==> config.mk <==
export PLATFORM = sky130hd
export DESIGN_NAME = etht_isqrt
export DESIGN_NICKNAME = d
export VERILOG_FILES = /design/src/hw/rtl/etht_pkg.sv /design/src/hw/rtl/etht_isqrt.sv
export SDC_FILE = /design/constraint.sdc
export NUM_CORES = 1
export LEC_CHECK = 0
export BUFFER_PORTS_ARGS = -buffer_cell sky130_fd_sc_hd__buf_2
export CAP_MARGIN = 20
export CORE_MARGIN = 10
export CORE_UTILIZATION = 40
export CTS_BUF_LIST = sky130_fd_sc_hd__clkbuf_4 sky130_fd_sc_hd__clkbuf_8
export CTS_CLUSTER_DIAMETER = 40
export DETAILED_ROUTE_END_ITERATION = 12
export HOLD_SLACK_MARGIN = 0.1
export MAX_ROUTING_LAYER = met4
export PLACE_DENSITY = 0.55
export SYNTH_ARGS = -nofsm -noshare
export SYNTH_HDL_FRONTEND = slang
export SYNTH_SLANG_ARGS = --single-unit
==> constraint.sdc <==
create_clock -name aclk -period 18.15 [get_ports aclk]
set_input_delay 0 -clock aclk [delete_from_list [all_inputs] [get_ports aclk]]
set_output_delay 0 -clock aclk [all_outputs]
set_load 0.02 [all_outputs]
==> src/hw/rtl/etht_pkg.sv <==
// Shared types and constants of the energy threshold hit time block.
// Used by etht_isqrt, energy_threshold_hit_time_core and the testbench; depends on nothing.
`default_nettype none

package etht_pkg;

    // Contribution store geometry.
    localparam int MAX_CONTRIB = 64;
    localparam int ADDR_W      = $clog2(MAX_CONTRIB);
    localparam int CNT_W       = ADDR_W + 1;

    // Field widths.
    localparam int TIME_W   = 32;
    localparam int ENERGY_W = 24;
    localparam int POS_W    = 16;
    localparam int GAIN_W   = 32;
    localparam int THR_W    = 48;
    localparam int FPM_W    = 16;

    // Stream payload widths, padded to whole bytes.
    localparam int S_TDATA_W = 104;
    localparam int M_TDATA_W = 40;

    // Configuration port.
    localparam int CFG_IDX_W  = 2;
    localparam int CFG_DATA_W = 48;
    localparam logic [CFG_IDX_W-1:0] CFG_CALIB_GAIN  = 2'd0;
    localparam logic [CFG_IDX_W-1:0] CFG_THRESHOLD   = 2'd1;
    localparam logic [CFG_IDX_W-1:0] CFG_FLIGHT_RATE = 2'd2;

    localparam logic [GAIN_W-1:0] GAIN_RESET   = 32'd491520000;
    localparam logic [THR_W-1:0]  THRESH_RESET = 48'd102400000000;
    localparam logic [FPM_W-1:0]  FLIGHT_RESET = 16'd3498;

    // 999 ns in units of 1/1024 ns.
    localparam logic [TIME_W-1:0] SENTINEL_TIME = 32'd1022976;

    // Square root: radicand is the 32 bit sum of squares shifted up by 20.
    localparam int SUMSQ_W = 32;
    localparam int RAD_W   = SUMSQ_W + 20;
    localparam int ROOT_W  = RAD_W / 2;
    localparam int STEP_W  = $clog2(ROOT_W);

    // Shared multiplier.
    localparam int MUL_W = 32;

    // Flight time: root times rate stays below 2^42, rounded and shifted by 20.
    localparam int FLT_PROD_W = ROOT_W + FPM_W;
    localparam int FLIGHT_W   = FLT_PROD_W - 20;

    // Running energy sum: below threshold plus one product.
    localparam int PROD_E_W = ENERGY_W + GAIN_W;
    localparam int SUM_W    = PROD_E_W + 1;

    typedef struct packed {
        logic [TIME_W-1:0]   time_val;
        logic [ENERGY_W-1:0] energy;
    } entry_t;

endpackage

`default_nettype wire

==> src/hw/rtl/etht_isqrt.sv <==
// Iterative integer square root, one result bit per clock cycle.
// Depends on etht_pkg for the radicand and root widths.
`default_nettype none

module etht_isqrt (
    input  wire logic                          aclk,
    input  wire logic                          aresetn,
    input  wire logic                          start,
    input  wire logic [etht_pkg::RAD_W-1:0]    radicand,
    output logic                               done,
    output logic [etht_pkg::ROOT_W-1:0]        root
);

    logic [etht_pkg::RAD_W-1:0]   rem_reg,  rem_next;
    logic [etht_pkg::RAD_W:0]     res_reg,  res_next;
    logic [etht_pkg::RAD_W:0]     bit_reg,  bit_next;
    logic [etht_pkg::STEP_W-1:0]  step_reg, step_next;
    logic                         busy_reg, busy_next;
    logic                         done_reg, done_next;
    logic [etht_pkg::RAD_W:0]     trial;

    assign trial = res_reg + bit_reg;

    always_comb begin
        rem_next  = rem_reg;
        res_next  = res_reg;
        bit_next  = bit_reg;
        step_next = step_reg;
        busy_next = busy_reg;
        done_next = 1'b0;
        if (start) begin
            rem_next  = radicand;
            res_next  = '0;
            bit_next  = (etht_pkg::RAD_W+1)'(1) << (etht_pkg::RAD_W - 2);
            step_next = '0;
            busy_next = 1'b1;
        end else if (busy_reg) begin
            // Classic digit-pair method: try the next root bit.
            if ({1'b0, rem_reg} >= trial) begin
                rem_next = rem_reg - trial[etht_pkg::RAD_W-1:0];
                res_next = (res_reg >> 1) + bit_reg;
            end else begin
                res_next = res_reg >> 1;
            end
            bit_next  = bit_reg >> 2;
            step_next = step_reg + 1'b1;
            if (step_reg == etht_pkg::STEP_W'(etht_pkg::ROOT_W - 1)) begin
                busy_next = 1'b0;
                done_next = 1'b1;
            end
        end
    end

    always_ff @(posedge aclk) begin
        if (!aresetn) begin
            busy_reg <= 1'b0;
            done_reg <= 1'b0;
        end else begin
            busy_reg <= busy_next;
            done_reg <= done_next;
        end
        rem_reg  <= rem_next;
        res_reg  <= res_next;
        bit_reg  <= bit_next;
        step_reg <= step_next;
    end

    assign done = done_reg;
    assign root = res_reg[etht_pkg::ROOT_W-1:0];

endmodule

`default_nettype wire

==> impl_metrics.py <==
metrics = {
    "outcome": {
        "status": "finished, final reports clean",
    },
    "worst_setup_path": {
        "crit_path_max_fanout": 63,
        "critical_path_arrival_ns": 8.17,
        "cp_top_family": "compound AO/OA/AOI/OAI gates",
        "cp_cell_sequence": "ha_1, ha_1, a211oi_1, nor4_2, nor3_1, o21ai_0, a31oi_1, o21bai_1, a31oi_1, nor2_1, o21ai_0, xor2_1, ha_1, nand4_1, or4_1, or3_1, and4b_1, a211o_1, nor2_1, o21ai_2, buf_4, nand3_4, o21ai_4, buf_4",
        "cp_num_buf_inv": 2,
        "worst-r2r-setup-slack_ns": 10.11,
        "reg2reg_depth": 24,
        "cp-end-kind": "flop",
        "start_kind": "flop",
        "slowest_stage": "o21ai_4",
        "path_class": "reg -> reg",
        "crit_required_ns": 18.28,
        "max_stage_delay_ns": 1.00,
        "reg2reg_from": "res_reg[0]",
        "cp_common_cell": "ha_1",
        "regToRegEndpoint": "rem_reg[26]",
    },
    "synthesis": {
        "synth_common_cells": "176 x nand2_1, 159 x nor2_1, 128 x o21ai_0",
        "ys_types": 77,
        "netlist.area_leader.share": 0.1384,
        "avgSynthCellArea_sq_um": 7.887,
        "ys.flop_type": "dfxtp_1",
        "ys_seq_area_frac": 0.2640,
        "yosysMostFrequentCell": "nand2_1",
        "syn-num-nets": 1741,
        "yosysTopAreaCell": "dfxtp_1",
        "async_reset_ff_frac": 0,
        "synth-edff-count": 52,
        "synth_area_leaders": "dfxtp_1 14%, edfxtp_1 13%, ha_1 11%",
        "postSynthCellCount": 1577,
        "synthesis.area_sq_mm": 0.01244,
        "yosys_register_bits": 138,
        "yosysWarnings": 0,
    },
    "cts": {
        "clkLatencyLatePin_ns": 0.48,
        "cts.sinks": 138,
        "cts_made_buffers": 17,
        "post_cts_buffers": 0,
        "root_buffer": "clkbuf_8",
        "cts_tree": "yes",
        "clk_path_buf_depth": 2,
        "clkTransAtPathRegs_ns": 0.09,
        "htreeDepth": 4,
    },
    "pwr": {
        "leakage_nw": 5.355,
        "power_mw": 1.915,
        "power_density_mw_per_mm2": 138.4,
        "ir_drop_mv": 0.09065,
    },
    "timing": {
        "clock.fmax_mhz": 124.4,
        "slew-limit-headroom": 0.2889,
        "period_minus_slack_ns": 8.041,
        "drv_slew": 0,
        "setup_viol": 0,
        "rsz0062_at_grt": "no",
        "fin_setup_tns_ns": 0,
        "clock_skew_ns": 0.01400,
        "setup_slack_ns": 10.11,
        "worst_slew_pin_slew_ns": 1.067,
        "finalHoldViolCount": 0,
        "fin_crit_sh": 0.4430,
    },
    "global_route": {
        "grtUsageTotal": 0.1969,
        "grt_util_met1": 0.2598,
        "grt_pass1_vias": 11400,
        "grt_use_met3": 0.03293,
        "top_usage_layer": "met2",
        "grt_pass1_wl_um": 60630,
        "overflow": 0,
        "antenna_found_initial": 1,
        "use_met2": 0.3059,
        "grt_max_degree": 92,
    },
    "final_layout": {
        "utilization": 0.4514,
        "layout-area-overhead-vs-synth_pct": 11.30,
        "layout-drive-gt1-share": 0.09538,
        "largest_reg_flops": 53,
        "fillers": 3141,
        "fin_nets": 1797,
        "final_cells": 2043,
    },
    "floorplanning": {
        "rows": 64,
        "core_sq_mm": 0.03067,
        "io_pins": 82,
        "start_util": 0.4056,
        "die_y_um": 196.3,
        "die_area_sq_mm": 0.03855,
        "die_w_um": 196.3,
    },
    "detailed_routing": {
        "routed_wl_um": 37480,
        "firstDrtPassIters": 6,
        "via_per_inst": 5.782,
        "vias": 11810,
        "drt_iter0_drc": 725,
        "drc": 0,
        "wl_per_cell_um": 18.35,
        "ant_nets": 0,
    },
    "run": {
        "cap_violations": 0,
    },
    "place": {
        "place_inst": 1955,
        "port_buffers": 81,
        "preCtsSetupSlack_ns": 10.14,
        "place.gp.congestion": 0.9096,
        "dp_hpwl_um": 27800,
    },
    "worst_hold_path": {
        "min_path_type": "in -> reg",
        "hold_path_depth": 3,
        "holdPathEnd": "busy_reg",
        "hp-start": "aresetn",
    },
}
==> cell families after synthesis <==
logic type / Yosys count / synth area share
mux: 44 / 0.03611
simple gates: 555 / 0.2089
fa+ha+maj: 109 / 0.1103
flops: 138 / 0.2640
xor+xnor: 118 / 0.08309
buf+inv: 145 / 0.05372
compound gates: 468 / 0.2439
==> worst register-to-register path, stage by stage (launching register included) <==
cell,delay [ns]
dfxtp_1,0.33
ha_1,0.23
ha_1,0.22
a211oi_1,0.44
nor4_2,0.12
nor3_1,0.37
o21ai_0,0.25
a31oi_1,0.34
o21bai_1,0.14
a31oi_1,0.25
nor2_1,0.06
o21ai_0,0.21
xor2_1,0.11
ha_1,0.40
nand4_1,0.20
or4_1,0.58
or3_1,0.49
and4b_1,0.29
a211o_1,0.10
nor2_1,0.04
o21ai_2,0.06
buf_4,0.29
nand3_4,0.60
o21ai_4,1.02
buf_4,0.51
==> layout by cell type, fill, tap and decap left out, types with 9 or more instances in the layout <==
cell type | Yosys | final
a211oi_1 | 31 | 31
a21o_1 | 25 | 25
a21oi_1 | 89 | 89
a31oi_1 | 45 | 45
and2_1 | 9 | 9
and3_1 | 16 | 16
buf_2 | 12 | 80
buf_4 | 29 | 12
clkbuf_8 | 0 | 19
dfxtp_1 | 86 | 85
dlygate4sd3_1 | 0 | 55
edfxtp_1 | 52 | 52
ha_1 | 108 | 108
inv_1 | 33 | 33
mux2i_1 | 37 | 37
nand2_1 | 176 | 176
nand2b_1 | 15 | 15
nand3_1 | 47 | 47
nand4_1 | 47 | 47
nor2_1 | 159 | 159
nor2b_1 | 13 | 13
nor3_1 | 28 | 28
o21a_1 | 10 | 10
o21ai_0 | 128 | 127
o21bai_1 | 18 | 18
o22ai_1 | 10 | 10
o31ai_1 | 21 | 21
or4_1 | 11 | 11
xnor2_1 | 45 | 45
xor2_1 | 73 | 73
==> what timing repair did <==
| item | in CTS | in global routing |
|---|---|---|
| gates resized for setup | 0 | 0 |
| endpoints found under the hold margin | 54 | 0 |
| hold buffers | 55 | 0 |
| endpoints found under the setup margin | 0 | 0 |
==> how the worst max path moves through the flow <==
stage,start,to,cells after the start
floorplan,res_reg[0],rem_reg[0],24
global placement,res_reg[0],rem_reg[25],24
detailed placement,res_reg[0],rem_reg[22],24
CTS,res_reg[0],rem_reg[26],24
global route,res_reg[0],rem_reg[26],24
finish,res_reg[0],rem_reg[26],24
==> metal layers <==
metal	part of all wire	routed length [um]
met1	0.48	18130
met3	0.044	1643
met2	0.46	17070
met4	0.017	629
met5	0	0
==> power breakdown <==
part | total (mW) | internal (mW) | switching, mW | leakage [nW]
combinational | 1.16 | 0.445 | 0.713 | 3.93
sequential | 0.500 | 0.428 | 0.0716 | 1.22
clock | 0.257 | 0.119 | 0.139 | 0.199
==> cell type report <==
type / count / area [sq um] / share of cell area
tap: 396 / 495.5 / 0.03579
clock buffer: 20 / 269.0 / 0.01943
clock inverter: 12 / 111.4 / 0.008044
inverter: 34 / 127.6 / 0.009219
antenna: 1 / 2.502 / 0.0001808
timing repair buffer: 148 / 1052 / 0.07601
sequential: 138 / 3287 / 0.2374
multi-input combinational: 1294 / 8498 / 0.6139
==> stage by stage <==
| step | hold slack (ns) | area, sq um |
|---|---|---|
| after floorplan | 0.1227 | 12440 |
| after global placement | 0.2472 | 12910 |
| after detailed placement | 0.2483 | 12910 |
| after CTS | 0.3015 | 13840 |
| after global routing | 0.2955 | 13840 |
| final | 0.3251 | 13840 |
Power figures use the tool's default switching activity.
